===== src/stpp_pkg.sv =====
// Package with the shared types and constants of the stepper preset positioner.
package stpp_pkg;

    // Widths fixed by the register and field formats.
    localparam int CFG_DATA_BITS = 16;
    localparam int NUDGE_BITS    = 10;
    localparam int ANGLE_BITS    = 8;
    localparam int PRESET_BITS   = 16;
    localparam int OUT_POS_BITS  = 16;
    localparam int BUTTON_COUNT  = 5;

    // Bit positions of the buttons in the packed button vector.
    localparam int BTN_TRIANGLE = 0;
    localparam int BTN_CROSS    = 1;
    localparam int BTN_SQUARE   = 2;
    localparam int BTN_UP       = 3;
    localparam int BTN_DOWN     = 4;

    // Configuration register indexes.
    typedef enum logic [2:0] {
        CFG_TAKE_POSITION    = 3'd0,
        CFG_DROP_POSITION    = 3'd1,
        CFG_DOCK_POSITION    = 3'd2,
        CFG_NUDGE_SIZE       = 3'd3,
        CFG_TAKE_SERVO_THR   = 3'd4,
        CFG_RETURN_SERVO_THR = 3'd5,
        CFG_SERVO_TAKE_ANGLE = 3'd6,
        CFG_SERVO_DOCK_ANGLE = 3'd7
    } t_cfg_index;

    // Reset values of the configuration registers.
    localparam logic signed [PRESET_BITS-1:0] TAKE_POSITION_RST    = 16'sd2075;
    localparam logic signed [PRESET_BITS-1:0] DROP_POSITION_RST    = 16'sd2085;
    localparam logic signed [PRESET_BITS-1:0] DOCK_POSITION_RST    = -16'sd1500;
    localparam logic        [NUDGE_BITS-1:0]  NUDGE_SIZE_RST       = 10'd50;
    localparam logic signed [PRESET_BITS-1:0] TAKE_SERVO_THR_RST   = 16'sd1000;
    localparam logic signed [PRESET_BITS-1:0] RETURN_SERVO_THR_RST = 16'sd3000;
    localparam logic        [ANGLE_BITS-1:0]  SERVO_TAKE_ANGLE_RST = 8'd42;
    localparam logic        [ANGLE_BITS-1:0]  SERVO_DOCK_ANGLE_RST = 8'd128;

endpackage


===== src/stepper_preset_positioner_top.sv =====
// Top level of the stepper preset positioner: button edges, target, motor and servo control.
//
//  Channel | Direction | Handshake                 | Payload
//  --------+-----------+---------------------------+--------------------------------------
//  in      | input     | i_in_valid / o_in_stall   | five button levels, ms tick
//  out     | output    | o_out_valid / i_out_stall | run, ccw, position, servo write, angle
//  cfg     | input     | i_cfg_valid / o_cfg_ready | register index, 16-bit write data
//
//  Every input transaction is one control pass. Its result is registered and shows in the
//  cycle after acceptance, so one pass per clock is sustained unless the output stalls;
//  the single output register sets that figure. The whole pass is one combinational path
//  from the state registers. A new transaction is taken whenever the output register is
//  empty or being emptied; only a stalled, full output register stalls the input.
//  Synchronous active-low reset clears control state and reloads the configuration
//  registers with their default presets. The configuration port is always ready.
module stepper_preset_positioner_top #(
    parameter int POSITION_BITS = 16
) (
    input  logic                          i_clk,
    input  logic                          i_rst_n,
    // Input channel.
    input  logic                          i_in_valid,
    output logic                          o_in_stall,
    input  logic                          i_button_triangle,
    input  logic                          i_button_cross,
    input  logic                          i_button_square,
    input  logic                          i_button_up,
    input  logic                          i_button_down,
    input  logic                          i_ms_tick,
    // Output channel.
    output logic                          o_out_valid,
    input  logic                          i_out_stall,
    output logic                          o_motor_run,
    output logic                          o_motor_ccw,
    output logic signed [15:0]            o_position_now,
    output logic                          o_servo_write,
    output logic        [7:0]             o_servo_angle,
    // Configuration write channel.
    input  logic                          i_cfg_valid,
    output logic                          o_cfg_ready,
    input  stpp_pkg::t_cfg_index          i_cfg_index,
    input  logic [stpp_pkg::CFG_DATA_BITS-1:0] i_cfg_data
);
    import stpp_pkg::*;

    // Working width: wide enough for a 16-bit preset or threshold and for a position
    // plus or minus the nudge, with room so that the clamp sees the overflow.
    localparam int XW = ((POSITION_BITS > PRESET_BITS) ? POSITION_BITS : PRESET_BITS) + 2;

    // Signed range of a position register, extended to the working width.
    localparam logic signed [XW-1:0] POS_MAX =
        {{(XW-POSITION_BITS+1){1'b0}}, {(POSITION_BITS-1){1'b1}}};
    localparam logic signed [XW-1:0] POS_MIN =
        {{(XW-POSITION_BITS+1){1'b1}}, {(POSITION_BITS-1){1'b0}}};

    // Configuration registers.
    logic signed [PRESET_BITS-1:0] r_take_position;
    logic signed [PRESET_BITS-1:0] r_drop_position;
    logic signed [PRESET_BITS-1:0] r_dock_position;
    logic        [NUDGE_BITS-1:0]  r_nudge_size;
    logic signed [PRESET_BITS-1:0] r_take_servo_thr;
    logic signed [PRESET_BITS-1:0] r_return_servo_thr;
    logic        [ANGLE_BITS-1:0]  r_servo_take_angle;
    logic        [ANGLE_BITS-1:0]  r_servo_dock_angle;

    // Control state carried from pass to pass.
    logic [BUTTON_COUNT-1:0]          r_prev_buttons;
    logic                             r_take_toggle;
    logic                             r_return_pending;
    logic signed [POSITION_BITS-1:0]  r_target;
    logic signed [POSITION_BITS-1:0]  r_position;
    logic                             r_running;
    logic                             r_direction;

    // Output register. Run, direction and position come straight from the state
    // registers, which only change when a transaction is accepted.
    logic                             r_out_valid;
    logic                             r_servo_write;
    logic        [ANGLE_BITS-1:0]     r_servo_angle;

    // Next values of one control pass.
    logic [BUTTON_COUNT-1:0]          n_buttons;
    logic [BUTTON_COUNT-1:0]          n_rise;
    logic                             n_take_toggle;
    logic                             n_return_pending;
    logic signed [XW-1:0]             n_target_x;
    logic signed [XW-1:0]             n_position_x;
    logic                             n_running;
    logic                             n_direction;
    logic                             n_servo_write;
    logic        [ANGLE_BITS-1:0]     n_servo_angle;

    logic signed [XW-1:0]             w_position_x;
    logic signed [XW-1:0]             w_nudge_x;
    logic                             w_in_accept;

    function automatic logic signed [XW-1:0] sext_preset(
        input logic signed [PRESET_BITS-1:0] v
    );
        return {{(XW-PRESET_BITS){v[PRESET_BITS-1]}}, v};
    endfunction

    function automatic logic signed [XW-1:0] sext_pos(
        input logic signed [POSITION_BITS-1:0] v
    );
        return {{(XW-POSITION_BITS){v[POSITION_BITS-1]}}, v};
    endfunction

    // Saturate a working-width value to the position range.
    function automatic logic signed [XW-1:0] clamp_pos(input logic signed [XW-1:0] v);
        logic signed [XW-1:0] r;
        r = v;
        if (v > POS_MAX) begin
            r = POS_MAX;
        end else if (v < POS_MIN) begin
            r = POS_MIN;
        end
        return r;
    endfunction

    // Handshakes. The output register can take a new result when it is empty or
    // when its current result leaves in this cycle.
    assign o_in_stall  = r_out_valid && i_out_stall;
    assign w_in_accept = i_in_valid && !o_in_stall;
    assign o_cfg_ready = 1'b1;

    assign w_position_x = sext_pos(r_position);
    assign w_nudge_x    = $signed({{(XW-NUDGE_BITS){1'b0}}, r_nudge_size});

    assign n_buttons = {i_button_down, i_button_up, i_button_square,
                        i_button_cross, i_button_triangle};

    // One control pass: button edges update the target in a fixed order (a later setting edge
    // overrides, a nudge shifts the target so far), then the motor decision, then at most one step.
    always_comb begin
        n_rise           = n_buttons & ~r_prev_buttons;
        n_take_toggle    = r_take_toggle;
        n_return_pending = r_return_pending;
        n_target_x       = sext_pos(r_target);

        if (n_rise[BTN_TRIANGLE]) begin
            n_take_toggle = !r_take_toggle;
            if (n_take_toggle) begin
                n_target_x = clamp_pos(sext_preset(r_take_position));
            end else begin
                // Entering the dock side arms the servo return.
                n_target_x       = clamp_pos(sext_preset(r_dock_position));
                n_return_pending = 1'b1;
            end
        end
        if (n_rise[BTN_DOWN]) begin
            n_target_x = clamp_pos(n_target_x - w_nudge_x);
        end
        if (n_rise[BTN_UP]) begin
            n_target_x = clamp_pos(n_target_x + w_nudge_x);
        end
        if (n_rise[BTN_SQUARE]) begin
            n_target_x = '0;
        end
        if (n_rise[BTN_CROSS]) begin
            n_target_x = clamp_pos(sext_preset(r_drop_position));
        end

        // Motor decision. When the target is reached the direction keeps its value.
        n_direction = r_direction;
        n_running   = 1'b0;
        if (w_position_x < n_target_x) begin
            n_direction = 1'b1;
            n_running   = 1'b1;
        end else if (w_position_x > n_target_x) begin
            n_direction = 1'b0;
            n_running   = 1'b1;
        end

        // Step counting and servo commands on a millisecond tick. A return armed by
        // this same pass already counts for the downward step.
        n_position_x  = w_position_x;
        n_servo_write = 1'b0;
        n_servo_angle = '0;
        if (i_ms_tick && n_running) begin
            if (n_direction) begin
                n_position_x = w_position_x + XW'(1);
                if (n_position_x > sext_preset(r_take_servo_thr)) begin
                    n_servo_write = 1'b1;
                    n_servo_angle = r_servo_take_angle;
                end
            end else begin
                n_position_x = w_position_x - XW'(1);
                if (n_return_pending && (n_position_x < sext_preset(r_return_servo_thr))) begin
                    n_servo_write    = 1'b1;
                    n_servo_angle    = r_servo_dock_angle;
                    n_return_pending = 1'b0;
                end
            end
        end
    end

    // Configuration registers.
    always_ff @(posedge i_clk) begin
        if (!i_rst_n) begin
            r_take_position    <= TAKE_POSITION_RST;
            r_drop_position    <= DROP_POSITION_RST;
            r_dock_position    <= DOCK_POSITION_RST;
            r_nudge_size       <= NUDGE_SIZE_RST;
            r_take_servo_thr   <= TAKE_SERVO_THR_RST;
            r_return_servo_thr <= RETURN_SERVO_THR_RST;
            r_servo_take_angle <= SERVO_TAKE_ANGLE_RST;
            r_servo_dock_angle <= SERVO_DOCK_ANGLE_RST;
        end else if (i_cfg_valid && o_cfg_ready) begin
            unique case (i_cfg_index)
                CFG_TAKE_POSITION:    r_take_position    <= $signed(i_cfg_data);
                CFG_DROP_POSITION:    r_drop_position    <= $signed(i_cfg_data);
                CFG_DOCK_POSITION:    r_dock_position    <= $signed(i_cfg_data);
                CFG_NUDGE_SIZE:       r_nudge_size       <= i_cfg_data[NUDGE_BITS-1:0];
                CFG_TAKE_SERVO_THR:   r_take_servo_thr   <= $signed(i_cfg_data);
                CFG_RETURN_SERVO_THR: r_return_servo_thr <= $signed(i_cfg_data);
                CFG_SERVO_TAKE_ANGLE: r_servo_take_angle <= i_cfg_data[ANGLE_BITS-1:0];
                CFG_SERVO_DOCK_ANGLE: r_servo_dock_angle <= i_cfg_data[ANGLE_BITS-1:0];
            endcase
        end
    end

    // Control state, updated once per accepted transaction.
    always_ff @(posedge i_clk) begin
        if (!i_rst_n) begin
            r_prev_buttons   <= '0;
            r_take_toggle    <= 1'b0;
            r_return_pending <= 1'b0;
            r_target         <= '0;
            r_position       <= '0;
            r_running        <= 1'b0;
            r_direction      <= 1'b0;
        end else if (w_in_accept) begin
            r_prev_buttons   <= n_buttons;
            r_take_toggle    <= n_take_toggle;
            r_return_pending <= n_return_pending;
            r_target         <= n_target_x[POSITION_BITS-1:0];
            r_position       <= n_position_x[POSITION_BITS-1:0];
            r_running        <= n_running;
            r_direction      <= n_direction;
        end
    end

    // Output register valid flag.
    always_ff @(posedge i_clk) begin
        if (!i_rst_n) begin
            r_out_valid <= 1'b0;
        end else if (w_in_accept) begin
            r_out_valid <= 1'b1;
        end else if (!i_out_stall) begin
            r_out_valid <= 1'b0;
        end
    end

    // Servo payload of the result.
    always_ff @(posedge i_clk) begin
        if (w_in_accept) begin
            r_servo_write <= n_servo_write;
            r_servo_angle <= n_servo_angle;
        end
    end

    assign o_out_valid    = r_out_valid;
    assign o_motor_run    = r_running;
    assign o_motor_ccw    = r_direction;
    assign o_position_now = w_position_x[OUT_POS_BITS-1:0];
    assign o_servo_write  = r_servo_write;
    assign o_servo_angle  = r_servo_angle;

    // A pass moves the position by at most one step.
    a_one_step: assert property (@(posedge i_clk) disable iff (!i_rst_n)
        (w_in_accept && i_rst_n) |=>
            (r_position == $past(r_position)) ||
            (r_position == $past(r_position) + POSITION_BITS'(1)) ||
            (r_position == $past(r_position) - POSITION_BITS'(1)))
        else $error("position moved by more than one step in a pass");

    // Without an accepted transaction, position and target hold.
    a_hold_state: assert property (@(posedge i_clk) disable iff (!i_rst_n)
        (i_rst_n && !w_in_accept) |=> ($stable(r_position) && $stable(r_target)))
        else $error("position or target changed without a transaction");

    // A stopped motor sits exactly on the target.
    a_stopped_on_target: assert property (@(posedge i_clk) disable iff (!i_rst_n)
        (w_in_accept && i_rst_n) ##1 !r_running |-> (r_position == r_target))
        else $error("motor stopped away from the target");

    // The pending return clears only together with a servo command.
    a_return_with_servo: assert property (@(posedge i_clk) disable iff (!i_rst_n)
        ($past(i_rst_n) && $fell(r_return_pending)) |-> r_servo_write)
        else $error("pending return cleared without a servo command");

    // A result with no servo command carries angle zero.
    a_idle_angle: assert property (@(posedge i_clk) disable iff (!i_rst_n)
        (r_out_valid && !r_servo_write) |-> (r_servo_angle == '0))
        else $error("servo angle nonzero without a servo command");

endmodule

===== config.mk =====
export PLATFORM = sky130hd
export DESIGN_NAME = stepper_preset_positioner_top
export DESIGN_NICKNAME = d
export VERILOG_FILES = /design/src/stpp_pkg.sv /design/src/stepper_preset_positioner_top.sv
export SDC_FILE = /design/constraint.sdc
export NUM_CORES = 1
export LEC_CHECK = 0
export ABC_AREA = 0
export BUFFER_PORTS_ARGS = -buffer_cell sky130_fd_sc_hd__buf_4
export CAP_MARGIN = 20
export CORE_MARGIN = 2
export CORE_UTILIZATION = 25
export CTS_CLUSTER_SIZE = 24
export DETAILED_ROUTE_END_ITERATION = 10
export REMOVE_ABC_BUFFERS = 1
export SLEW_MARGIN = 25
export SYNTH_ARGS = -nofsm -noshare
export SYNTH_HDL_FRONTEND = slang
export SYNTH_SLANG_ARGS = --single-unit

===== constraint.sdc =====
create_clock -name i_clk -period 15.68 [get_ports i_clk]
set_input_delay 3.136 -clock i_clk [delete_from_list [all_inputs] [get_ports i_clk]]
set_output_delay 3.136 -clock i_clk [all_outputs]
set_load 0.01 [all_outputs]

# Yosys cells after proc, flatten, opt, wreduce, memory -nomap -nowiden
# Cells that the tools add are included.
op_classes:
  order_cmp: 14
  n_div: 0
  n_bitwise: 2
  reduce_logical: 17
  n_eq_ne: 8
  n_mul: 0
  shift: 0
  mux: 34
  n_addsub: 4
ops:
  columns: ["operator", "n"]
  rows:
  - ["18-bit 2-to-1 mux", 16]
  - ["16-bit > comparator, second input constant", 3]
  - ["16-bit less-than comparator, second input constant", 3]
  - ["18-bit by 16-bit > comparator with 1-bit output, second input constant", 2]
  - ["18-bit by 16-bit less-than comparator with 1-bit output, second input constant", 2]
  - ["8-bit 2-to-1 mux", 3]
  - ["2-bit AND reduction", 10]
  - ["18-bit by 11-bit adder with 18-bit output", 1]
  - ["16-bit by 18-bit > comparator with 1-bit output", 1]
  - ["16-bit by 18-bit less-than comparator with 1-bit output", 1]
  - ["18-bit by 11-bit subtractor with 18-bit output", 1]
  - ["16-bit by 2-bit adder with 17-bit output, second input constant", 1]
  - ["17-bit by 16-bit > comparator with 1-bit output", 1]
  - ["17-bit by 16-bit less-than comparator with 1-bit output", 1]
  - ["16-bit by 2-bit subtractor with 17-bit output, second input constant", 1]
  - ["16-bit 2-to-1 mux", 1]
  - ["1-bit 2-to-1 mux", 14]
  - ["3-bit equality test, second input constant", 4]
  - ["3-bit by 2-bit equality test with 1-bit output, second input constant", 2]
  - ["5-bit bitwise AND", 1]
  - ["5-bit NOT", 1]
  - ["1-bit logical AND", 4]
  - ["3-bit by 1-bit equality test with 1-bit output, second input constant", 1]
  - ["3-bit logical NOT", 1]
  - ["2 further kinds", 3]
totals:
  n_memories: 0
  elab_cells: 97
  latch_bits: 0
  output_inout_bits: 30
  ramBits: 0
  input_bits: 30
  romBits: 0
  regBits: 157

# Longest topological paths before layout
# Gate-level depths: netlist of the first run.
depth:
  depth_word: 22
  mapped_depth: 50
  ltp_nobuf: 45

# Worst setup path after synthesis of the first run
# OpenSTA, ideal clock, no wires.
synth_timing:
  path_type: "input-to-reg"
  startpoint: "in i_button_triangle"
  endpoint: "reg r_servo_angle[0], in the netlist o_servo_angle[0], data pin"
  setup_time_ns: 0.136
  required_ns: 15.544
  path_stages: 48
  path_slack_ns: 3.481
  path_buffers: 6
  arrival_ns: 12.063
  path_cell_list: "nand2b_1 -> clkbuf_1 -> clkbuf_1 -> nor2_1 -> a21oi_1 -> ha_1 -> inv_1 -> fa_1 -> a21o_1 -> a221oi_2 -> o21ai_1 -> nor3_1 -> a21oi_1 -> ha_1 -> clkbuf_1 -> nor2_1 -> o21ai_0 -> o21ai_0 -> (+12 left out) -> nand3_1 -> ha_1 -> clkbuf_1 -> o211ai_1 -> a32oi_1 -> ha_1 -> nor2b_1 -> o21a_1 -> o21a_1 -> o21a_1 -> o21a_1 -> o21ai_0 -> a21boi_0 -> o211ai_1 -> buf_2 -> buf_2 -> nor3b_1 -> a22o_1"
synth_via:
  elab_chain_len: 18
  elab_cells_between_ends: 27
  cone_classes: "add/sub: 2; order compare: 6; mux: 16; bitwise: 1; reduce/logical: 2"
synth_lines:
  columns: ["item", "line", "text"]
  rows:
  - ["from (decl)", "stepper_preset_positioner_top.sv:24", "input logic i_button_triangle,"]
  - ["5-bit bitwise AND *", "stepper_preset_positioner_top.sv:136", "n_rise = n_buttons & ~r_prev_buttons;"]
  - ["18-bit 2-to-1 mux", "stepper_preset_positioner_top.sv:141", "if (n_rise[BTN_TRIANGLE]) begin"]
  - ["18-bit by 11-bit subtractor with 18-bit output", "stepper_preset_positioner_top.sv:152", "n_target_x = clamp_pos(n_target_x - w_nudge_x);"]
  - ["18-bit by 16-bit less-than comparator with 1-bit output", "stepper_preset_positioner_top.sv:115", "end else if (v < POS_MIN) begin"]
  - ["18-bit 2-to-1 mux", "stepper_preset_positioner_top.sv:115", null]
  - ["18-bit 2-to-1 mux", "stepper_preset_positioner_top.sv:113", "if (v > POS_MAX) begin"]
  - ["18-bit 2-to-1 mux", "stepper_preset_positioner_top.sv:151", "if (n_rise[BTN_DOWN]) begin"]
  - ["18-bit by 11-bit adder with 18-bit output", "stepper_preset_positioner_top.sv:155", "n_target_x = clamp_pos(n_target_x + w_nudge_x);"]
  - ["(+2 left out)", null, null]
  - ["18-bit 2-to-1 mux", "stepper_preset_positioner_top.sv:113", null]
  - ["18-bit 2-to-1 mux", "stepper_preset_positioner_top.sv:154", "if (n_rise[BTN_UP]) begin"]
  - ["18-bit 2-to-1 mux", "stepper_preset_positioner_top.sv:157", "if (n_rise[BTN_SQUARE]) begin"]
  - ["18-bit 2-to-1 mux", "stepper_preset_positioner_top.sv:160", "if (n_rise[BTN_CROSS]) begin"]
  - ["16-bit by 18-bit > comparator with 1-bit output", "stepper_preset_positioner_top.sv:170", "end else if (w_position_x > n_target_x) begin"]
  - ["1-bit 2-to-1 mux", "stepper_preset_positioner_top.sv:170", null]
  - ["1-bit 2-to-1 mux", "stepper_preset_positioner_top.sv:167", "if (w_position_x < n_target_x) begin"]
  - ["8-bit 2-to-1 mux or 1-bit logical AND (tied branches)", "stepper_preset_positioner_top.sv:181, stepper_preset_positioner_top.sv:180", null]
  - ["to (signal assigned)", "stepper_preset_positioner_top.sv:259", "r_servo_angle <= n_servo_angle;"]
  - ["to (decl)", "stepper_preset_positioner_top.sv:79", "logic [ANGLE_BITS-1:0] r_servo_angle;"]
# Mark *: on every way between the ends. The rest lies on a longest branch, timed or not.
# A chain may end at the register's enable or synchronous reset.

# Final worst setup path of the first run
layout_timing:
  startpoint: "in i_button_triangle"
  endpoint: "reg r_servo_angle[4], in the netlist o_servo_angle[4], data pin"
# Same word-level chain as after synthesis.

==> results of run 1 <==
## layout make-up
class	count	area share, %
multi-input combinational	1007	54.4
sequential	157	28.1
tap	525	5.71
timing repair buffer	74	4.83
clock buffer	17	3.69
inverter	66	2.15
clock inverter	15	1.13
## stage by stage
step	util (%)	area (µm²)
2_1_floorplan	-	9720
3_3_place_gp	27.5	10900
3_5_place_dp	27.6	11000
4_1_cts	29.0	11500
5_1_grt	29.0	11500
6_report	29.0	11500
## registers in the layout, summed over array words and instances, names as in the netlist, 8 cells and up
signal	count
o_position_now	16
o_servo_angle	8
r_dock_position	16
r_drop_position	16
r_nudge_size	10
r_return_servo_thr	16
r_servo_dock_angle	8
r_servo_take_angle	8
r_take_position	16
r_take_servo_thr	16
r_target	16
## layer usage
layer	global-route usage [%]	wire length, µm	up-vias
met4	5.38	908	0
met5	0	0	-
li1	-	-	4598
met3	2.26	1890	39
met2	22.6	13600	292
met1	21.8	15100	4367
## kinds of logic after synthesis
kind of cell               Yosys count  synth area share (%)
buffers and inverters              148                  5.85
other                                1                0.0373
AOI/OAI and AO/OA                  379                  23.2
adders and majority gates           78                  9.85
xor gates and xnor gates            45                  3.92
DFF                                157                  32.1
muxes                               40                  4.48
and+or+nand+nor                    464                  20.5
## where the power goes
group          switching [mW]  total, mW  internal [mW]  leakage, nW
combinational           0.398      0.697          0.300         3.08
clock                   0.191      0.400          0.209        0.276
sequential             0.0446      0.476          0.431         1.30
total                   0.634       1.57          0.940         4.65
## cells in the mapped netlist, types with 7 or more instances
library cell  instances
nand2b_1             13
a21o_1               20
edfxtp_1              9
o21a_1               18
xor2_1               23
mux2_2                7
dfxtp_1             148
nand4_1              12
a21oi_1             155
nor3_1               13
nor2_1               57
mux2i_1              26
inv_1                66
or3_1                19
nor2b_1              12
o211ai_1             26
clkbuf_2              8
xnor2_1              22
ha_1                 76
clkbuf_1             65
nand2_1             263
a22oi_1               7
a31oi_1              11
and3_1                8
o21ai_0              81
a22o_1               11
nand3_1              42
## worst max-delay path, delay by kind of cell
family	cells	cell delay, ns
and+or+nand+nor	8	1.47
buffers and inverters	6	1.11
AOI/OAI and AO/OA	24	5.28
adders and majority gates	6	2.32
## layout by cell type (no fill, tap or decap), types with 4 or more instances in the layout
master     count
and3_1         8
mux2i_1       26
nand2_1      263
o31ai_1        4
nand2b_1      13
nor3b_1        4
a22o_1        11
xnor2_1       22
a21oi_1      155
buf_4         74
edfxtp_1       9
dfxtp_1      148
a21o_1        20
clkbuf_16     17
inv_1         65
nand3_1       42
nor2b_1       11
nor3_1        11
a211oi_1       6
inv_8          4
a31oi_1       11
or3_1         19
a21oi_2        6
nor2_1        55
a21boi_0       4
clkinv_4       4
nand4_1       12
o21ai_0       81
xor2_1        23
o211ai_1      26
ha_1          76
a22oi_1        7
nor4_1         4
mux2_2         7
o21a_1        18
## how the worst max path moves through the flow
stage / start / endpoint / slack [ns] / cells after the start
after CTS: i_button_triangle / o_servo_angle[4] / 2.30 / 44
after global routing: i_button_triangle / o_servo_angle[4] / 1.62 / 44
after global placement: i_button_triangle / o_servo_angle[2] / 2.38 / 44
after floorplan: i_button_triangle / o_servo_angle[0] / 2.96 / 41
after detailed placement: i_button_triangle / o_servo_angle[4] / 2.04 / 44
final: i_button_triangle / o_servo_angle[4] / 2.62 / 44
==> impl_metrics.json, run 1 <==
{
  "status": "finished, final reports clean",
  "p_total_mw": 1.57,
  "reg2reg_setup_slack_ns": 4.49,
  "drt_pass1_iterations": 5,
  "powerDensity_nw_per_um2": 137,
  "antenna_found_initial": 0,
  "grt_max_degree": 72,
  "criticalPathCategory": "primary input to register",
  "ant_nets": 0,
  "fin_crit_ns": 13.06,
  "cts_tree": "built",
  "synth_top_cell_by_area": "dfxtp_1",
  "cp_max_fo": 27,
  "crit_top_cell": "a21oi_1",
  "place_ws_ns": 2.04,
  "cts_made_buffers": 17,
  "ir_drop_v": 0.0000913,
  "instances_no_fill": 1861,
  "period_share_pct": 83.3,
  "critPathArrivalTime_ns": 13.36,
  "endpoint_kind": "register",
  "maxCapViolCount": 0,
  "layout_setup_ws_ns": 2.62,
  "power.leakage_nw": 4.65,
  "die_w_um": 205,
  "drive_gt1_share_pct": 10.9,
  "syn-cell-area_um2": 10100,
  "cts_root_buf": "clkbuf_16",
  "htree_levels": 4,
  "synth_area_leaders": "dfxtp_1 (29%), nand2_1 (9.8%), ha_1 (9.5%)",
  "postCtsHoldBufs": 0,
  "synthArstFlopShare_pct": 0,
  "path_clk_slew_ns": 0.07,
  "via_per_inst": 5.00,
  "fin_nets": 1431,
  "gp_congestion": 0.918,
  "area_delta_synth_final_pct": 14.5,
  "finClkSkew_ns": 0.0129,
  "dpl.hpwl_mm": 22.9,
  "startpoint_type": "primary input",
  "postSynthCellCount": 1312,
  "boundaryPins": 60,
  "r2r_end": "o_servo_angle[4]",
  "hold_start": "r_servo_take_angle[7]",
  "die_area_um2": 41800,
  "rows": 73,
  "ctsResizeCount": 0,
  "synth_cell_types": 72,
  "worstHoldPathType": "register to register",
  "maxSlewHeadroom_pct": 43.2,
  "vias": 9296,
  "crit_slowest_cell": "nor3b_2",
  "grtUsageTotal_pct": 15.1,
  "holdWs_ns": 0.457,
  "synth.top_cell.area_share_pct": 29.5,
  "yosysSeqAreaShare_pct": 32.1,
  "clk-insertion-delay-late_ns": 0.43,
  "cp.required_ns": 15.97,
  "clockBufferDepth": 2,
  "timing.fmax_mhz": 76.6,
  "cp_slowest_stage_delay_ns": 0.63,
  "slew_viol_final": 0,
  "worst-r2r-cell-count": 43,
  "clkSinkCount": 157,
  "grt_setup_unrepaired": "no",
  "worst_pin_slew_ns": 0.852,
  "hold_viol": 0,
  "dpl.cell_count": 1829,
  "antenna_cells": 0,
  "grt_pass1_wl_mm": 49.3,
  "grt-ovfl-total": 0,
  "holdPathEnd": "r_servo_take_angle[7]",
  "setup_viol_count_final": 0,
  "start_util_pct": 25.3,
  "yosys_warnings": 0,
  "synth-seq-cells": 157,
  "syn_avg_cell_area_um2": 7.67,
  "reg2reg_from": "r_take_toggle",
  "die_height_um": 205,
  "synth_edf_count": 9,
  "route.detailed.wl_per_inst_um": 16.9,
  "synthFlopType": "dfxtp_1",
  "core_area_um2": 39700,
  "drc": 0,
  "fillerInstances": 4284,
  "register_area_um2": 3230,
  "tns_ns": 0,
  "routed_wl_mm": 31.5,
  "multi_input_area_um2": 6260,
  "io_buffers": 58,
  "grt_pass1_vias": 8729,
  "drt_iter0_markers": 838,
  "cts_setup_buffers": 0,
  "worstHoldPathCells": 2
}
Note: power is estimated with default switching activity, not from simulation.
==> run 2: changes to the inputs <==
Clock period 15.68 ns to 11.4 ns, I/O delays scaled along.
==> impl_metrics.json, run 2 (synthesized netlist as in run 1, its figures left out) <==
{
  "reg2reg_setup_slack_ns": 1.50,
  "cts_made_buffers": 17,
  "core_area_um2": 39700,
  "crit_top_cell": "o21ai_0",
  "startpoint_type": "primary input",
  "fillerInstances": 4208,
  "worst_pin_slew_ns": 1.01,
  "cts_tree": "built",
  "postCtsHoldBufs": 0,
  "slew_viol_final": 0,
  "layout.cells.most_common_list": "nand2_1 (263), a21oi_1 (155), dfxtp_1 (148)",
  "antenna_found_initial": 0,
  "clockBufferDepth": 2,
  "dpl.cell_count": 1839,
  "io_buffers": 58,
  "ir_drop_v": 0.000138,
  "instances_no_fill": 1871,
  "die_height_um": 205,
  "reg2reg_from": "r_take_toggle",
  "holdPathEnd": "r_take_position[2]",
  "hold_start": "r_take_position[2]",
  "worstHoldPathType": "register to register",
  "endpoint_kind": "register",
  "cts_root_buf": "clkbuf_16",
  "post-route-util_pct": 29.4,
  "crit_slowest_cell": "fa_1",
  "r2r_end": "o_servo_write",
  "ant_nets": 0,
  "ctsResizeCount": 0,
  "clkSinkCount": 157,
  "setup_viol_count_final": 0,
  "power.leakage_nw": 4.73,
  "cp.required_ns": 11.58,
  "path_clk_slew_ns": 0.07,
  "grt_pass1_wl_mm": 48.8,
  "drt_pass1_iterations": 5,
  "p_total_mw": 2.25,
  "maxCapViolCount": 0,
  "grtUsageTotal_pct": 15.0,
  "fin_nets": 1441,
  "die_area_um2": 41800,
  "grt_setup_unrepaired": "no",
  "rows": 73,
  "final_common_cell": "nand2_1",
  "finClkSkew_ns": 0.0130,
  "via_per_inst": 5.00,
  "cp_max_fo": 27,
  "drive_gt1_share_pct": 11.5,
  "powerDensity_nw_per_um2": 193,
  "critPathArrivalTime_ns": 11.01,
  "gp_congestion": 0.908,
  "cp_slowest_stage_delay_ns": 0.37,
  "routed_wl_mm": 31.7,
  "worst-r2r-cell-count": 46,
  "area_delta_synth_final_pct": 16.0,
  "worstHoldPathCells": 2,
  "dpl.hpwl_mm": 23.2,
  "clk-insertion-delay-late_ns": 0.43,
  "start_util_pct": 25.3,
  "route.detailed.wl_per_inst_um": 17.0,
  "fin_crit_ns": 10.83,
  "period_share_pct": 95.0,
  "holdWs_ns": 0.456,
  "maxSlewHeadroom_pct": 32.6,
  "hold_viol": 0,
  "grt_max_degree": 60,
  "criticalPathCategory": "primary input to register",
  "drt_iter0_markers": 743,
  "htree_levels": 4,
  "antenna_cells": 0,
  "tns_ns": 0,
  "boundaryPins": 60,
  "timing.fmax_mhz": 92.4,
  "cts_setup_buffers": 0,
  "grt-ovfl-total": 0,
  "status": "finished, final reports clean",
  "drc": 0,
  "grt_pass1_vias": 8586,
  "vias": 9357,
  "die_w_um": 205
}
[run 2: metrics by stage]
stage          cell area (µm²)  worst slack (ns)
6_report                 11700             0.573
5_1_grt                  11700           0.00468
4_1_cts                  11700             0.657
3_5_place_dp             11000             0.266
3_3_place_gp             11000             0.480
2_1_floorplan             9720            -0.468
[run 2: power by group]
part	switching [mW]	internal [mW]	leakage [nW]	total [mW]
clock	0.259	0.349	0.297	0.608
sequential	0.0610	0.594	1.30	0.655
combinational	0.556	0.436	3.14	0.992
[run 2: worst max path at each step]
stage | end | slack (ns) | startpoint
final | o_servo_write | 0.57 | i_button_triangle
after detailed placement | o_servo_write | 0.27 | i_button_triangle
after floorplan | o_servo_angle[0] | -0.47 | i_button_triangle
after global routing | o_position_now[14] | 0.005 | i_button_triangle
after global placement | o_servo_write | 0.48 | i_button_triangle
after CTS | o_servo_write | 0.66 | i_button_triangle
[run 2: metal layers]
layer	vias up	wire length [µm]	GRT usage (%)
li1	4619	-	-
met1	4410	15400	21.1
met2	268	13500	22.3
met3	60	1450	2.05
met4	0	1430	7.30
met5	-	0	0
[run 2: final cells by class]
| class | instances | area (µm²) | share of cell area [%] |
|---|---|---|---|
| Inverter | 66 | 248 | 2.12 |
| Multi-Input combinational cell | 1007 | 6260 | 53.7 |
| Tap cell | 525 | 657 | 5.63 |
| Sequential cell | 157 | 3230 | 27.7 |
| Clock buffer | 17 | 425 | 3.65 |
| Timing Repair Buffer | 84 | 656 | 5.62 |
| Clock inverter | 15 | 185 | 1.59 |
[run 2: critical path: cells and delay by family]
kind | cells | cell delay [ns]
AO/OA/AOI/OAI | 23 | 3.91
AND/OR/NAND/NOR | 12 | 1.94
buffers and inverters | 6 | 0.93
adder cells (fa/ha/maj) | 6 | 1.88
